===== src/dss_pkg.sv =====
// Shared constants, command and status types of the discrete state-space system.
// Used by the controller, the datapath, the top level and the checker.
package dss_pkg;

  localparam int MAX_STATES_DEF  = 4;
  localparam int MAX_INPUTS_DEF  = 2;
  localparam int MAX_OUTPUTS_DEF = 2;

  localparam int DATA_W     = 32;
  localparam int OP_W       = 2;
  localparam int IDX_W      = 6;
  localparam int STATES_W   = 3;
  localparam int INPUTS_W   = 2;
  localparam int OUTPUTS_W  = 2;
  localparam int CFG_IDX_W  = 2;
  localparam int CFG_DATA_W = 3;
  localparam int S_TDATA_W  = 104;
  localparam int M_TDATA_W  = 64;

  localparam logic [STATES_W-1:0]  STATES_RST  = 3'd4;
  localparam logic [INPUTS_W-1:0]  INPUTS_RST  = 2'd2;
  localparam logic [OUTPUTS_W-1:0] OUTPUTS_RST = 2'd2;

  // Opcodes of an input item.
  localparam logic [OP_W-1:0] OP_LOAD   = 2'd0;
  localparam logic [OP_W-1:0] OP_OUTPUT = 2'd1;
  localparam logic [OP_W-1:0] OP_UPDATE = 2'd2;

  // Configuration register indexes.
  localparam logic [CFG_IDX_W-1:0] CFG_STATES_USED  = 2'd0;
  localparam logic [CFG_IDX_W-1:0] CFG_INPUTS_USED  = 2'd1;
  localparam logic [CFG_IDX_W-1:0] CFG_OUTPUTS_USED = 2'd2;

  // Index width for an array of n entries, at least one bit.
  function automatic int idx_w(int n);
    return (n > 1) ? $clog2(n) : 1;
  endfunction

  // Commands from the controller to the datapath.
  typedef struct packed {
    logic capture;      // latch the fields of the accepted item
    logic mem_we;       // write the captured coefficient
    logic clear_y;      // zero the output accumulators
    logic shadow_load;  // copy the state into the next-state shadow
    logic term_vld;     // one product term is issued
    logic term_first;   // first term of a row
    logic term_last;    // last term of a row
    logic term_dest_y;  // row result goes to y, else to the shadow state
    logic term_is_u;    // operand is an input signal, else a state
    logic commit;       // shadow state becomes the state
    logic publish;      // move y into the output register
  } cmd_t;

  typedef struct packed {
    logic out_free;     // output register can take a result this cycle
  } sts_t;

endpackage


===== src/dss_ctrl.sv =====
// Controller of the discrete state-space system: configuration registers,
// the item state machine and the term sequencer. Depends on dss_pkg.
module dss_ctrl #(
  parameter int MAX_STATES  = dss_pkg::MAX_STATES_DEF,
  parameter int MAX_INPUTS  = dss_pkg::MAX_INPUTS_DEF,
  parameter int MAX_OUTPUTS = dss_pkg::MAX_OUTPUTS_DEF,
  parameter int AW          = 6,
  parameter int RIW         = 1,
  parameter int OIW         = 1
) (
  input  logic                           clk_i,
  input  logic                           rst_ni,
  input  logic                           s_tvalid_i,
  output logic                           s_tready_o,
  input  logic [dss_pkg::OP_W-1:0]       opcode_i,
  input  logic                           cfg_we_i,
  input  logic [dss_pkg::CFG_IDX_W-1:0]  cfg_idx_i,
  input  logic [dss_pkg::CFG_DATA_W-1:0] cfg_data_i,
  output dss_pkg::cmd_t                  cmd_o,
  input  dss_pkg::sts_t                  sts_i,
  output logic [AW-1:0]                  term_addr_o,
  output logic [RIW-1:0]                 term_row_o,
  output logic [OIW-1:0]                 term_opnd_o
);

  localparam int MAXV = (MAX_STATES + MAX_INPUTS > MAX_OUTPUTS) ?
                        (MAX_STATES + MAX_INPUTS) : MAX_OUTPUTS;
  localparam int KW   = $clog2(MAXV + 1);
  localparam int CW   = (KW > 3) ? KW : 3;

  typedef enum logic [2:0] {
    ST_IDLE,
    ST_LOAD,
    ST_SETUP,
    ST_ISSUE,
    ST_DRAIN,
    ST_FINISH
  } state_e;

  state_e state_q, state_d;

  logic [dss_pkg::STATES_W-1:0]  states_q;
  logic [dss_pkg::INPUTS_W-1:0]  inputs_q;
  logic [dss_pkg::OUTPUTS_W-1:0] outputs_q;

  logic [dss_pkg::OP_W-1:0] op_q, op_d;
  logic [CW-1:0] ns_q, ns_d, nrows_q, nrows_d, nterms_q, nterms_d;
  logic [CW-1:0] row_q, row_d, k_q, k_d;
  logic [AW-1:0] addr_q, addr_d, row_base_q, row_base_d, stride_q, stride_d;
  logic          drain_q, drain_d;

  logic [CW-1:0] ns_c, ni_c, no_c;
  logic [AW-1:0] lc_c;
  logic          accept;
  logic          is_u;
  logic          last_term, last_row;

  // Configuration registers.
  always_ff @(posedge clk_i or negedge rst_ni) begin
    if (!rst_ni) begin
      states_q  <= dss_pkg::STATES_RST;
      inputs_q  <= dss_pkg::INPUTS_RST;
      outputs_q <= dss_pkg::OUTPUTS_RST;
    end else if (cfg_we_i) begin
      case (cfg_idx_i)
        dss_pkg::CFG_STATES_USED:  states_q  <= cfg_data_i;
        dss_pkg::CFG_INPUTS_USED:  inputs_q  <= cfg_data_i[dss_pkg::INPUTS_W-1:0];
        dss_pkg::CFG_OUTPUTS_USED: outputs_q <= cfg_data_i[dss_pkg::OUTPUTS_W-1:0];
        default: ;
      endcase
    end
  end

  // Counts clamped to the sizes the hardware was built for.
  always_comb begin
    ns_c = (CW'(states_q) > CW'(MAX_STATES)) ? CW'(MAX_STATES) : CW'(states_q);
    ni_c = (CW'(inputs_q) > CW'(MAX_INPUTS)) ? CW'(MAX_INPUTS) : CW'(inputs_q);
    no_c = (CW'(outputs_q) > CW'(MAX_OUTPUTS)) ? CW'(MAX_OUTPUTS) : CW'(outputs_q);
    lc_c = AW'(ns_c) * AW'(ns_c + ni_c);
  end

  assign s_tready_o = (state_q == ST_IDLE);
  assign accept     = s_tvalid_i && s_tready_o;
  assign is_u       = (k_q >= ns_q);
  assign last_term  = (k_q == nterms_q - CW'(1));
  assign last_row   = (row_q == nrows_q - CW'(1));

  always_comb begin
    state_d    = state_q;
    op_d       = op_q;
    ns_d       = ns_q;
    nrows_d    = nrows_q;
    nterms_d   = nterms_q;
    row_d      = row_q;
    k_d        = k_q;
    addr_d     = addr_q;
    row_base_d = row_base_q;
    stride_d   = stride_q;
    drain_d    = drain_q;
    case (state_q)
      ST_IDLE: begin
        if (accept) begin
          op_d = opcode_i;
          case (opcode_i)
            dss_pkg::OP_LOAD:   state_d = ST_LOAD;
            dss_pkg::OP_OUTPUT: state_d = ST_SETUP;
            dss_pkg::OP_UPDATE: state_d = ST_SETUP;
            default:            state_d = ST_IDLE;
          endcase
        end
      end
      ST_LOAD: begin
        state_d = ST_IDLE;
      end
      ST_SETUP: begin
        // A row's terms lie one stride apart in the store: the input columns
        // follow the state columns with the same stride.
        ns_d     = ns_c;
        nterms_d = ns_c + ni_c;
        row_d    = '0;
        k_d      = '0;
        drain_d  = 1'b0;
        if (op_q == dss_pkg::OP_UPDATE) begin
          nrows_d    = ns_c;
          stride_d   = AW'(ns_c);
          row_base_d = '0;
          addr_d     = '0;
        end else begin
          nrows_d    = no_c;
          stride_d   = AW'(no_c);
          row_base_d = lc_c;
          addr_d     = lc_c;
        end
        if ((nrows_d == '0) || (nterms_d == '0)) begin
          state_d = ST_DRAIN;
        end else begin
          state_d = ST_ISSUE;
        end
      end
      ST_ISSUE: begin
        if (last_term) begin
          if (last_row) begin
            state_d = ST_DRAIN;
          end else begin
            row_d      = row_q + CW'(1);
            k_d        = '0;
            row_base_d = row_base_q + AW'(1);
            addr_d     = row_base_q + AW'(1);
          end
        end else begin
          k_d    = k_q + CW'(1);
          addr_d = addr_q + stride_q;
        end
      end
      ST_DRAIN: begin
        // Draining lets the last product pass the s1 and s2 pipeline registers and reach its destination.
        drain_d = ~drain_q;
        if (drain_q) begin
          state_d = ST_FINISH;
        end
      end
      ST_FINISH: begin
        if (op_q == dss_pkg::OP_UPDATE) begin
          state_d = ST_IDLE;
        end else if (sts_i.out_free) begin
          state_d = ST_IDLE;
        end
      end
      default: state_d = ST_IDLE;
    endcase
  end

  always_ff @(posedge clk_i or negedge rst_ni) begin
    if (!rst_ni) begin
      state_q    <= ST_IDLE;
      op_q       <= dss_pkg::OP_LOAD;
      ns_q       <= '0;
      nrows_q    <= '0;
      nterms_q   <= '0;
      row_q      <= '0;
      k_q        <= '0;
      addr_q     <= '0;
      row_base_q <= '0;
      stride_q   <= '0;
      drain_q    <= 1'b0;
    end else begin
      state_q    <= state_d;
      op_q       <= op_d;
      ns_q       <= ns_d;
      nrows_q    <= nrows_d;
      nterms_q   <= nterms_d;
      row_q      <= row_d;
      k_q        <= k_d;
      addr_q     <= addr_d;
      row_base_q <= row_base_d;
      stride_q   <= stride_d;
      drain_q    <= drain_d;
    end
  end

  always_comb begin
    cmd_o             = '0;
    cmd_o.capture     = accept;
    cmd_o.mem_we      = (state_q == ST_LOAD);
    cmd_o.clear_y     = accept && (opcode_i == dss_pkg::OP_OUTPUT);
    cmd_o.shadow_load = accept && (opcode_i == dss_pkg::OP_UPDATE);
    cmd_o.term_vld    = (state_q == ST_ISSUE);
    cmd_o.term_first  = (k_q == '0);
    cmd_o.term_last   = last_term;
    cmd_o.term_dest_y = (op_q == dss_pkg::OP_OUTPUT);
    cmd_o.term_is_u   = is_u;
    cmd_o.commit      = (state_q == ST_FINISH) && (op_q == dss_pkg::OP_UPDATE);
    cmd_o.publish     = (state_q == ST_FINISH) && (op_q == dss_pkg::OP_OUTPUT) &&
                        sts_i.out_free;
  end

  assign term_addr_o = addr_q;
  assign term_row_o  = RIW'(row_q);
  assign term_opnd_o = is_u ? OIW'(k_q - ns_q) : OIW'(k_q);

endmodule


===== src/dss_dp.sv =====
// Datapath of the discrete state-space system: coefficient memory, state,
// shared multiply-accumulate pipeline and output register. Depends on dss_pkg.
module dss_dp #(
  parameter int MAX_STATES  = dss_pkg::MAX_STATES_DEF,
  parameter int MAX_INPUTS  = dss_pkg::MAX_INPUTS_DEF,
  parameter int MAX_OUTPUTS = dss_pkg::MAX_OUTPUTS_DEF,
  parameter int COEF_DEPTH  = 36,
  parameter int AW          = 6,
  parameter int RIW         = 1,
  parameter int OIW         = 1
) (
  input  logic                               clk_i,
  input  logic                               rst_ni,
  input  dss_pkg::cmd_t                      cmd_i,
  output dss_pkg::sts_t                      sts_o,
  input  logic [AW-1:0]                      term_addr_i,
  input  logic [RIW-1:0]                     term_row_i,
  input  logic [OIW-1:0]                     term_opnd_i,
  input  logic [dss_pkg::IDX_W-1:0]          coef_index_i,
  input  logic signed [dss_pkg::DATA_W-1:0]  coef_value_i,
  input  logic signed [dss_pkg::DATA_W-1:0]  u_first_i,
  input  logic signed [dss_pkg::DATA_W-1:0]  u_second_i,
  output logic                               m_tvalid_o,
  input  logic                               m_tready_i,
  output logic signed [dss_pkg::DATA_W-1:0]  y_first_o,
  output logic signed [dss_pkg::DATA_W-1:0]  y_second_o
);

  localparam int DW    = dss_pkg::DATA_W;
  localparam int PW    = 2 * DW;
  localparam int RW    = PW - 16;
  localparam int ACC_W = RW + 1 + $clog2(MAX_STATES + MAX_INPUTS);

  function automatic logic [DW-1:0] sat32(logic [ACC_W-1:0] v);
    logic [ACC_W-DW:0] upper;
    upper = v[ACC_W-1:DW-1];
    if ((&upper) || !(|upper)) begin
      return v[DW-1:0];
    end else if (v[ACC_W-1]) begin
      return {1'b1, {(DW-1){1'b0}}};
    end else begin
      return {1'b0, {(DW-1){1'b1}}};
    end
  endfunction

  logic [DW-1:0] mem_q [COEF_DEPTH];

  logic [dss_pkg::IDX_W-1:0] idx_q;
  logic [DW-1:0]             val_q;
  logic signed [DW-1:0]      u_q  [MAX_INPUTS];
  logic signed [DW-1:0]      x_q  [MAX_STATES];
  logic signed [DW-1:0]      xs_q [MAX_STATES];
  logic signed [DW-1:0]      y_q  [MAX_OUTPUTS];

  logic                 s1_vld_q, s1_first_q, s1_last_q, s1_dest_y_q;
  logic [RIW-1:0]       s1_row_q;
  logic signed [DW-1:0] s1_coef_q, s1_opnd_q;
  logic                 s2_vld_q, s2_first_q, s2_last_q, s2_dest_y_q;
  logic [RIW-1:0]       s2_row_q;
  logic signed [PW-1:0] s2_prod_q;
  logic [ACC_W-1:0]     acc_q, acc_d;
  logic [DW-1:0]        row_sat;
  logic                 row_wr;

  logic signed [DW-1:0] opnd_val;
  logic signed [DW-1:0] y1_sel;
  logic                 mem_wr;
  logic                 m_tvalid_q;
  logic signed [DW-1:0] y0_out_q, y1_out_q;

  // Item capture.
  always_ff @(posedge clk_i) begin
    if (cmd_i.capture) begin
      idx_q <= coef_index_i;
      val_q <= coef_value_i;
      for (int i = 0; i < MAX_INPUTS; i++) begin
        if (i == 0) begin
          u_q[i] <= u_first_i;
        end else if (i == 1) begin
          u_q[i] <= u_second_i;
        end else begin
          u_q[i] <= '0;
        end
      end
    end
  end

  // Coefficient memory: one write port, one registered read port.
  assign mem_wr = cmd_i.mem_we && (32'(idx_q) < 32'(COEF_DEPTH));

  always_ff @(posedge clk_i) begin
    if (mem_wr) begin
      mem_q[AW'(idx_q)] <= val_q;
    end
    if (cmd_i.term_vld) begin
      s1_coef_q <= mem_q[term_addr_i];
    end
  end

  always_comb begin
    opnd_val = '0;
    for (int i = 0; i < MAX_STATES; i++) begin
      if (!cmd_i.term_is_u && (OIW'(i) == term_opnd_i)) begin
        opnd_val = x_q[i];
      end
    end
    for (int i = 0; i < MAX_INPUTS; i++) begin
      if (cmd_i.term_is_u && (OIW'(i) == term_opnd_i)) begin
        opnd_val = u_q[i];
      end
    end
  end

  // Pipeline valid bits.
  always_ff @(posedge clk_i or negedge rst_ni) begin
    if (!rst_ni) begin
      s1_vld_q <= 1'b0;
      s2_vld_q <= 1'b0;
    end else begin
      s1_vld_q <= cmd_i.term_vld;
      s2_vld_q <= s1_vld_q;
    end
  end

  always_ff @(posedge clk_i) begin
    if (cmd_i.term_vld) begin
      s1_first_q  <= cmd_i.term_first;
      s1_last_q   <= cmd_i.term_last;
      s1_dest_y_q <= cmd_i.term_dest_y;
      s1_row_q    <= term_row_i;
      s1_opnd_q   <= opnd_val;
    end
    if (s1_vld_q) begin
      s2_first_q  <= s1_first_q;
      s2_last_q   <= s1_last_q;
      s2_dest_y_q <= s1_dest_y_q;
      s2_row_q    <= s1_row_q;
      s2_prod_q   <= s1_coef_q * s1_opnd_q;
    end
  end

  // Dropping the low 16 bits of a two's complement product rounds toward
  // minus infinity.
  always_comb begin
    acc_d   = (s2_first_q ? '0 : acc_q) +
              {{(ACC_W-RW){s2_prod_q[PW-1]}}, s2_prod_q[PW-1:16]};
    row_sat = sat32(acc_d);
    row_wr  = s2_vld_q && s2_last_q;
  end

  always_ff @(posedge clk_i) begin
    if (s2_vld_q) begin
      acc_q <= acc_d;
    end
  end

  // Output accumulators and the next-state shadow.
  always_ff @(posedge clk_i) begin
    if (cmd_i.clear_y) begin
      for (int i = 0; i < MAX_OUTPUTS; i++) begin
        y_q[i] <= '0;
      end
    end else if (row_wr && s2_dest_y_q) begin
      for (int i = 0; i < MAX_OUTPUTS; i++) begin
        if (RIW'(i) == s2_row_q) begin
          y_q[i] <= row_sat;
        end
      end
    end
    if (cmd_i.shadow_load) begin
      for (int i = 0; i < MAX_STATES; i++) begin
        xs_q[i] <= x_q[i];
      end
    end else if (row_wr && !s2_dest_y_q) begin
      for (int i = 0; i < MAX_STATES; i++) begin
        if (RIW'(i) == s2_row_q) begin
          xs_q[i] <= row_sat;
        end
      end
    end
  end

  always_ff @(posedge clk_i or negedge rst_ni) begin
    if (!rst_ni) begin
      for (int i = 0; i < MAX_STATES; i++) begin
        x_q[i] <= '0;
      end
    end else if (cmd_i.commit) begin
      for (int i = 0; i < MAX_STATES; i++) begin
        x_q[i] <= xs_q[i];
      end
    end
  end

  // Output register.
  always_comb begin
    y1_sel = '0;
    for (int i = 0; i < MAX_OUTPUTS; i++) begin
      if (i == 1) begin
        y1_sel = y_q[i];
      end
    end
  end

  always_ff @(posedge clk_i or negedge rst_ni) begin
    if (!rst_ni) begin
      m_tvalid_q <= 1'b0;
    end else if (cmd_i.publish) begin
      m_tvalid_q <= 1'b1;
    end else if (m_tready_i) begin
      m_tvalid_q <= 1'b0;
    end
  end

  always_ff @(posedge clk_i) begin
    if (cmd_i.publish) begin
      y0_out_q <= y_q[0];
      y1_out_q <= y1_sel;
    end
  end

  assign sts_o.out_free = !m_tvalid_q || m_tready_i;
  assign m_tvalid_o     = m_tvalid_q;
  assign y_first_o      = y0_out_q;
  assign y_second_o     = y1_out_q;

endmodule


===== src/discrete_state_space_system.sv =====
// Top level of the discrete state-space system: stream ports, controller and
// datapath. Depends on dss_pkg, dss_ctrl and dss_dp.
//
//   Port group   Role              Payload
//   s_axis_*     input items       opcode, coef_index, coef_value, u_first, u_second
//   m_axis_*     result items      y_first, y_second (output items only)
//   cfg_*        register writes   states_used, inputs_used, outputs_used
//
// A load item writes its coefficient from the LOAD state. An update or output item
// passes SETUP, ISSUE, DRAIN and FINISH, and an output item also waits in FINISH
// for the output register to be free; one shared multiply-accumulate
// pipeline works one product term per cycle. The state resets to zero; the
// coefficient memory is not cleared. A stalled result sits in the output
// register while the next item is taken.
module discrete_state_space_system #(
  parameter int MAX_STATES  = dss_pkg::MAX_STATES_DEF,
  parameter int MAX_INPUTS  = dss_pkg::MAX_INPUTS_DEF,
  parameter int MAX_OUTPUTS = dss_pkg::MAX_OUTPUTS_DEF
) (
  input  logic                           clk_i,
  input  logic                           rst_ni,
  input  logic                           s_axis_tvalid,
  output logic                           s_axis_tready,
  // opcode[1:0], coef_index[7:2], coef_value[39:8], u_first[71:40], u_second[103:72]
  input  logic [dss_pkg::S_TDATA_W-1:0]  s_axis_tdata,
  output logic                           m_axis_tvalid,
  input  logic                           m_axis_tready,
  // y_first[31:0], y_second[63:32]
  output logic [dss_pkg::M_TDATA_W-1:0]  m_axis_tdata,
  input  logic                           cfg_we_i,
  input  logic [dss_pkg::CFG_IDX_W-1:0]  cfg_idx_i,
  input  logic [dss_pkg::CFG_DATA_W-1:0] cfg_data_i
);

  localparam int COEF_DEPTH = MAX_STATES * MAX_STATES + MAX_STATES * MAX_INPUTS +
                              MAX_OUTPUTS * MAX_STATES + MAX_OUTPUTS * MAX_INPUTS;
  localparam int AW  = dss_pkg::idx_w(COEF_DEPTH);
  localparam int RIW = dss_pkg::idx_w((MAX_STATES > MAX_OUTPUTS) ? MAX_STATES : MAX_OUTPUTS);
  localparam int OIW = dss_pkg::idx_w((MAX_STATES > MAX_INPUTS) ? MAX_STATES : MAX_INPUTS);

  dss_pkg::cmd_t  cmd;
  dss_pkg::sts_t  sts;
  logic [AW-1:0]  term_addr;
  logic [RIW-1:0] term_row;
  logic [OIW-1:0] term_opnd;
  logic [dss_pkg::DATA_W-1:0] y_first, y_second;

  dss_ctrl #(
    .MAX_STATES  (MAX_STATES),
    .MAX_INPUTS  (MAX_INPUTS),
    .MAX_OUTPUTS (MAX_OUTPUTS),
    .AW          (AW),
    .RIW         (RIW),
    .OIW         (OIW)
  ) u_ctrl (
    .clk_i       (clk_i),
    .rst_ni      (rst_ni),
    .s_tvalid_i  (s_axis_tvalid),
    .s_tready_o  (s_axis_tready),
    .opcode_i    (s_axis_tdata[1:0]),
    .cfg_we_i    (cfg_we_i),
    .cfg_idx_i   (cfg_idx_i),
    .cfg_data_i  (cfg_data_i),
    .cmd_o       (cmd),
    .sts_i       (sts),
    .term_addr_o (term_addr),
    .term_row_o  (term_row),
    .term_opnd_o (term_opnd)
  );

  dss_dp #(
    .MAX_STATES  (MAX_STATES),
    .MAX_INPUTS  (MAX_INPUTS),
    .MAX_OUTPUTS (MAX_OUTPUTS),
    .COEF_DEPTH  (COEF_DEPTH),
    .AW          (AW),
    .RIW         (RIW),
    .OIW         (OIW)
  ) u_dp (
    .clk_i        (clk_i),
    .rst_ni       (rst_ni),
    .cmd_i        (cmd),
    .sts_o        (sts),
    .term_addr_i  (term_addr),
    .term_row_i   (term_row),
    .term_opnd_i  (term_opnd),
    .coef_index_i (s_axis_tdata[7:2]),
    .coef_value_i (s_axis_tdata[39:8]),
    .u_first_i    (s_axis_tdata[71:40]),
    .u_second_i   (s_axis_tdata[103:72]),
    .m_tvalid_o   (m_axis_tvalid),
    .m_tready_i   (m_axis_tready),
    .y_first_o    (y_first),
    .y_second_o   (y_second)
  );

  assign m_axis_tdata = {y_second, y_first};

endmodule


===== config.mk =====
export PLATFORM = sky130hd
export DESIGN_NAME = discrete_state_space_system
export DESIGN_NICKNAME = d
export VERILOG_FILES = /design/src/dss_pkg.sv /design/src/dss_ctrl.sv /design/src/dss_dp.sv /design/src/discrete_state_space_system.sv
export SDC_FILE = /design/constraint.sdc
export NUM_CORES = 2
export LEC_CHECK = 0
export BUFFER_PORTS_ARGS = -buffer_cell sky130_fd_sc_hd__buf_2
export CORE_UTILIZATION = 55
export DETAILED_ROUTE_END_ITERATION = 16
export PLACE_DENSITY = 0.74
export SYNTH_ARGS = -nofsm -noshare
export SYNTH_HDL_FRONTEND = slang
export SYNTH_SLANG_ARGS = --single-unit
export TNS_END_PERCENT = 10

===== constraint.sdc =====
create_clock -name clk_i -period 7.8 [get_ports clk_i]
set_clock_uncertainty 0.15 [all_clocks]
set_input_delay 0.78 -clock clk_i [delete_from_list [all_inputs] [get_ports clk_i]]
set_output_delay 0.78 -clock clk_i [all_outputs]
set_load 0.01 [all_outputs]

# Yosys cells after proc, flatten, opt, wreduce, memory -nomap -nowiden
# Memory sizes are Yosys's and may differ from the RTL's. A register that Yosys moved wholly into a read port is not among the register bits.
# Cells that the tools add are included.
[op_classes] n_bitwise=7 n_mux=76 order_cmp=5 n_eq_ne=26 n_mul=2 add_sub_neg=10 n_reduce_logical=48
[ops] cell="two-way mux 32 bit" n=14
[ops] cell="multiplier 32 x 32 -> 64 bit" n=1
[ops] cell="adder 52 bit" n=1
[ops] cell="two-way mux 52 bit" n=1
[ops] cell="two-way mux 3 bit" n=15
[ops] cell="two-way mux 1 bit" n=32
[ops] cell="two-way mux 6 bit" n=4
[ops] cell="case mux 6 bit (2 select lines)" n=2
[ops] cell="AND reduction 21 bit" n=1
[ops] cell="OR reduction 21 bit" n=1
[ops] cell="logical AND 1 bit" n=16
[ops] cell="case mux 3 bit (5 select lines)" n=1
[ops] cell="logical NOT 3 bit" n=4
[ops] cell="case mux 3 bit (2 select lines)" n=2
[ops] cell="AND reduction 2 bit" n=5
[ops] cell="== test 2 bit (first input constant)" n=4
[ops] cell="logical NOT 1 bit" n=8
[ops] cell="logical NOT 2 bit" n=4
[ops] cell="!= test 2 bit (second input constant)" n=4
[ops] cell="adder 3 x 1 -> 3 bit (second input constant)" n=2
[ops] cell="adder 6 x 1 -> 6 bit (second input constant)" n=1
[ops] cell="adder 6 bit" n=1
[ops] cell="== test 2 x 1 -> 1 bit (second input constant)" n=3
[ops] cell="== test 2 bit (second input constant)" n=3
[ops] cell="27 further kinds" n=44
[totals] word_cells=208 reg_bits=245 n_memories=4 out_inout_bits=66 ramBits=1408 input_bits=114
[mem_list] name="u_dp.mem_q" words=36 word_bits=32 read_ports=1 rd_ports_with_merged_regs=1 write_ports=1 line_no="dss_dp.sv:46" text="logic [DW-1:0] mem_q [COEF_DEPTH];"
[mem_list] name="u_dp.xs_q" words=4 word_bits=32 read_ports=4 rd_ports_with_merged_regs=4 write_ports=4 line_no="dss_dp.sv:52" text="logic signed [DW-1:0] xs_q [MAX_STATES];"
[mem_list] name="u_dp.u_q" words=2 word_bits=32 read_ports=2 rd_ports_with_merged_regs=0 write_ports=2 line_no="dss_dp.sv:50" text="logic signed [DW-1:0] u_q [MAX_INPUTS];"
[mem_list] name="u_dp.y_q" words=2 word_bits=32 read_ports=2 rd_ports_with_merged_regs=2 write_ports=2 line_no="dss_dp.sv:53" text="logic signed [DW-1:0] y_q [MAX_OUTPUTS];"

# Logic depth before layout (Yosys ltp)
[depth] ltp_word=10 depth_mapped=32 ltp_nobuf=31

# Hierarchy
# Synthesis repeated with hierarchy kept, for this count alone.
[unflattened] hier_cells=7692 area_unflattened_um2=109857.9
[by_module_without_submodules] mod="dss_dp" cells_each=7380 seq_area_each_um2=53846.6 area_per_inst_um2=106943.8 instances=1
[by_module_without_submodules] mod="dss_ctrl" cells_each=312 seq_area_each_um2=1004.7 area_per_inst_um2=2914.0 instances=1

# Worst setup path after synthesis
# Ideal clock, no wire load.
[synth_timing] path_kind="flip-flop to flip-flop" start="register u_dp.s1_opnd_q[5]" end="register u_dp.s2_prod_q[60], data pin" stages_incl_launch_ff=31 n_path_buf=1 required_ps=7392 setup_time_ps=258 path_slack_ps=-343 t_arrival_ps=7736 synth_period_minus_slack_ps=8143 path_cell_list="edfxtp_1 -> clkbuf_1 -> and2_1 -> fa_1 -> fa_1 -> fa_1 -> inv_1 -> fa_1 -> inv_1 -> fa_1 -> inv_1 -> fa_1 -> inv_1 -> fa_1 -> inv_1 -> fa_1 -> inv_1 -> ha_1 -> nand4_1 -> a211oi_1 -> a2111oi_0 -> a311oi_1 -> a22oi_1 -> o21a_1 -> o21ai_0 -> a31o_2 -> a21o_1 -> a31oi_1 -> o21ai_0 -> a21oi_1 -> xnor2_1"
[synth_via] elab_chain_len=1
[synth_lines] element="from (decl)" line_no="dss_dp.sv:57" text="logic signed [DW-1:0] s1_coef_q, s1_opnd_q;"
[synth_lines] element="from (signal assigned)" line_no="dss_dp.sv:131" text="s1_opnd_q <= opnd_val;"
[synth_lines] element="multiplier 32 x 32 -> 64 bit" line_no="dss_dp.sv:138" text="s2_prod_q <= s1_coef_q * s1_opnd_q;"
[synth_lines] element="to (signal assigned)" line_no="dss_dp.sv:138"
[synth_lines] element="to (decl)" line_no="dss_dp.sv:60" text="logic signed [PW-1:0] s2_prod_q;"
# Every way passes these cells.
# A chain may end at the register's enable or synchronous reset.

# Worst setup path in the final report
[layout_timing] start="register u_dp.s1_opnd_q[5]" end="register u_dp.s2_prod_q[55], data pin"
# The elaborated chain is that of the path after synthesis.

==> results.json <==
{
  "synth_xor_area_share_pct": 0.966,
  "fill_cells": 14200,
  "path_buf_inv": 9,
  "firstDrtPassIters": 6,
  "grt_usage_pct": 28.8,
  "final_cell_area_sq_um": 124000,
  "setup_tns_ns": -7.18,
  "synth_ff_type": "edfxtp_1",
  "synthAdderAreaFrac_pct": 22.7,
  "startpoint": "u_dp.s1_opnd_q[5]",
  "path_class": "reg2reg",
  "viasPerCell": 5.97,
  "drtAntennaViolNets": 0,
  "grt_pass1_wl_um": 433000,
  "drv_cap": 0,
  "hold_viol_final": 0,
  "cts-root-buf": "clkbuf_16",
  "synth_compound_area_share_pct": 3.48,
  "path_max_fanout": 8,
  "wl_per_cell_um": 25.8,
  "cts-buffers-inserted": 183,
  "period_needed_ns": 8.31,
  "drc": 0,
  "rsz0062_at_grt": "yes",
  "avgSynthCellArea_sq_um": 14.1,
  "worst_slew_pin_slew_ns": 1.41,
  "synth_area_leaders": "edfxtp_1, fa_1, mux4_2",
  "coreArea_sq_um": 198000,
  "synth-simple-area-share_pct": 8.08,
  "std_cell_rows": 163,
  "multi_input_area_sq_um": 49800,
  "required_ns": 8.20,
  "grt_max_degree": 97,
  "placed_area_sq_um": 116000,
  "io_buffers": 179,
  "clk_path_buf_depth": 3,
  "netlist_area_sq_um": 110000,
  "maxSlewHeadroom_pct": 5.61,
  "cts.reportedPaths.clkPinSlew_ns": 0.06,
  "drtIter0Drc": 6788,
  "grt_pass1_vias": 70800,
  "synth.distinct_cells": 80,
  "max_freq_ghz": 0.120,
  "cp_data_arrival_time_ns": 8.71,
  "cts.sinks": 1855,
  "seqCellArea_sq_um": 54900,
  "synthMuxAreaShare_pct": 9.62,
  "layout-drive-gt1-share_pct": 18.1,
  "setup_ws_ns": -0.510,
  "antenna_found_initial": 10,
  "fin_nets": 9745,
  "die_h_um": 449,
  "yosysSeqAreaShare_pct": 50.0,
  "num_vias": 66200,
  "critPathTopFamily": "adder cells",
  "clk_latency_ns": 0.89,
  "place.gp.congestion": 0.914,
  "die_area_sq_um": 201000,
  "yosys.area.top_type": "edfxtp_1",
  "cpPeakStageDelay_ns": 0.56,
  "areaGrowthSynthToFinish_pct": 13.0,
  "drv_slew": 0,
  "crit_slowest_cell": "fa_1",
  "routed_wl_um": 286000,
  "hpwl_um": 190000,
  "async_reset_ff_share_pct": 9.22,
  "syn_nets": 9240,
  "ys_ff_latch": 1855,
  "setup_violations": 21,
  "ios": 180,
  "timing.rr.start": "u_dp.s1_opnd_q[5]",
  "syn_inst": 7784,
  "synth.most_common_cell": "edfxtp_1",
  "synth.top_cell.area_share_pct": 46.1,
  "synth_edf_count": 1684,
  "hp-start": "s_axis_tdata[0]",
  "violations": "negative setup slack",
  "hold_path_class": "in2reg",
  "endpoint_kind": "flip-flop",
  "ys_top_cells_by_count": "edfxtp_1, fa_1, inv_1",
  "critPathMostFrequentCell": "fa_1",
  "grt_overflow_total": 0,
  "cts_htree_levels": 4,
  "status": "finished, violations left",
  "timing.final.crit_share_pct": 107,
  "start_util_pct": 55.5,
  "cp-start-kind": "flip-flop",
  "die_w_um": 449,
  "ys.warnings.count": 0,
  "synth_top_family_by_area": "adder cells",
  "cts_tree": "yes"
}
## per-layer routing
layer	track usage (%)	up-vias	wire [um]
met5	0	-	83
met4	12.3	12	13300
met3	4.93	760	23100
met2	48.2	3364	143000
met1	37.1	34500	106000
li1	-	27600	-
## metrics by stage
step                util (%)  setup WS, ns  instances  hold slack (ns)
floorplan                  -       0.00441       7784            0.250
detailed placement      58.9        -0.722      10600            0.255
finish                  62.7        -0.510      11100           0.0681
global route            62.7        -0.805      11100           0.0435
CTS                     62.6        -0.498      11100           0.0228
global placement        58.9        -0.672      10600            0.253
## flip-flops by register name (all words and copies together) (netlist names), 3 cells and up
name and count:
u_dp.y_q 64, u_ctrl.row_q 3, u_ctrl.row_base_q 6, u_dp.idx_q 6, u_ctrl.nterms_q 3, u_ctrl.nrows_q 3
u_dp.s1_opnd_q 32, u_dp.mem_q 1152, u_dp.s1_coef_q 32, u_ctrl.state_q 3, m_axis_tdata 64, u_dp.xs_q 128
u_dp.acc_q 52, u_dp.x_q 128, u_ctrl.k_q 3, u_ctrl.term_addr_o 6, u_ctrl.ns_q 3, u_dp.s2_prod_q 48
u_dp.val_q 32, u_ctrl.states_q 3, u_dp.u_q 64
## layout by cell type, fill, tap and decap left out, types with 14 or more instances in the layout
master and instances:
edfxtp_1 1684, fa_1 1086, inv_1 1074, nand2_1 712, and2_1 514, buf_4 389, mux4_2 384, nor2_1 302
ha_1 252, clkbuf_16 183, buf_2 178, dfrtp_1 158, mux2_2 139, a21oi_1 133, o21ai_0 108, dlygate4sd3_1 104
a31oi_1 78, xnor2_1 75, nor2b_1 69, nand3_1 64, a41oi_1 53, a21o_1 48, xor2_1 43, nor2_4 42
buf_12 41, clkinv_2 40, clkbuf_1 39, mux2i_1 34, nand2b_1 33, a22oi_1 33, clkinv_1 29, nor3_1 24
bufinv_16 20, nand4_1 15, and3_1 15, clkinv_16 14
## kinds of logic after synthesis
| family | count (synthesis) |
|---|---|
| XOR/XNOR | 121 |
| AO/OA/AOI/OAI | 585 |
| adder cells (fa/ha/maj) | 1342 |
| AND/OR/NAND/NOR | 1846 |
| other | 2 |
| multiplexers | 557 |
| buffers and inverters | 1476 |
| flip-flops | 1855 |
## final timing paths
| kind | end | slack, ns | cells after the start |
|---|---|---|---|
| max | u_dp.s2_prod_q[55] | -0.51 | 32 |
| min | u_ctrl.op_q[0] | 0.07 | 2 |
| max reg2reg | u_dp.s2_prod_q[55] | -0.51 | 32 |
| min reg2reg | m_axis_tdata[63] | 0.24 | 0 |
| max in group asynchronous | u_dp.x_q[68] | 5.86 | 3 |
| min in group asynchronous | u_ctrl.state_q[1] | 0.31 | 2 |
## cell type report
type | instances | area share [%]
inverters | 1078 | 3.26
diodes | 1 | 0.00202
repair buffers | 718 | 4.63
clock inverters | 114 | 1.16
multi-input cells | 4453 | 40.2
clock buffers | 228 | 3.88
flip-flops and latches | 1855 | 44.2
well taps | 2640 | 2.66
## timing repair
item / CTS / global route
pin swaps: 13 / 10
endpoints found under the setup margin: 31 / 34
hold buffers: 104 / 0
setup buffers: 7 / 4
hold endpoints to repair: 146 / 0
gates resized for setup: 20 / 24
Power is not shown: default switching activity piles up to over one toggle a cycle in this logic, so the estimate is an artifact.
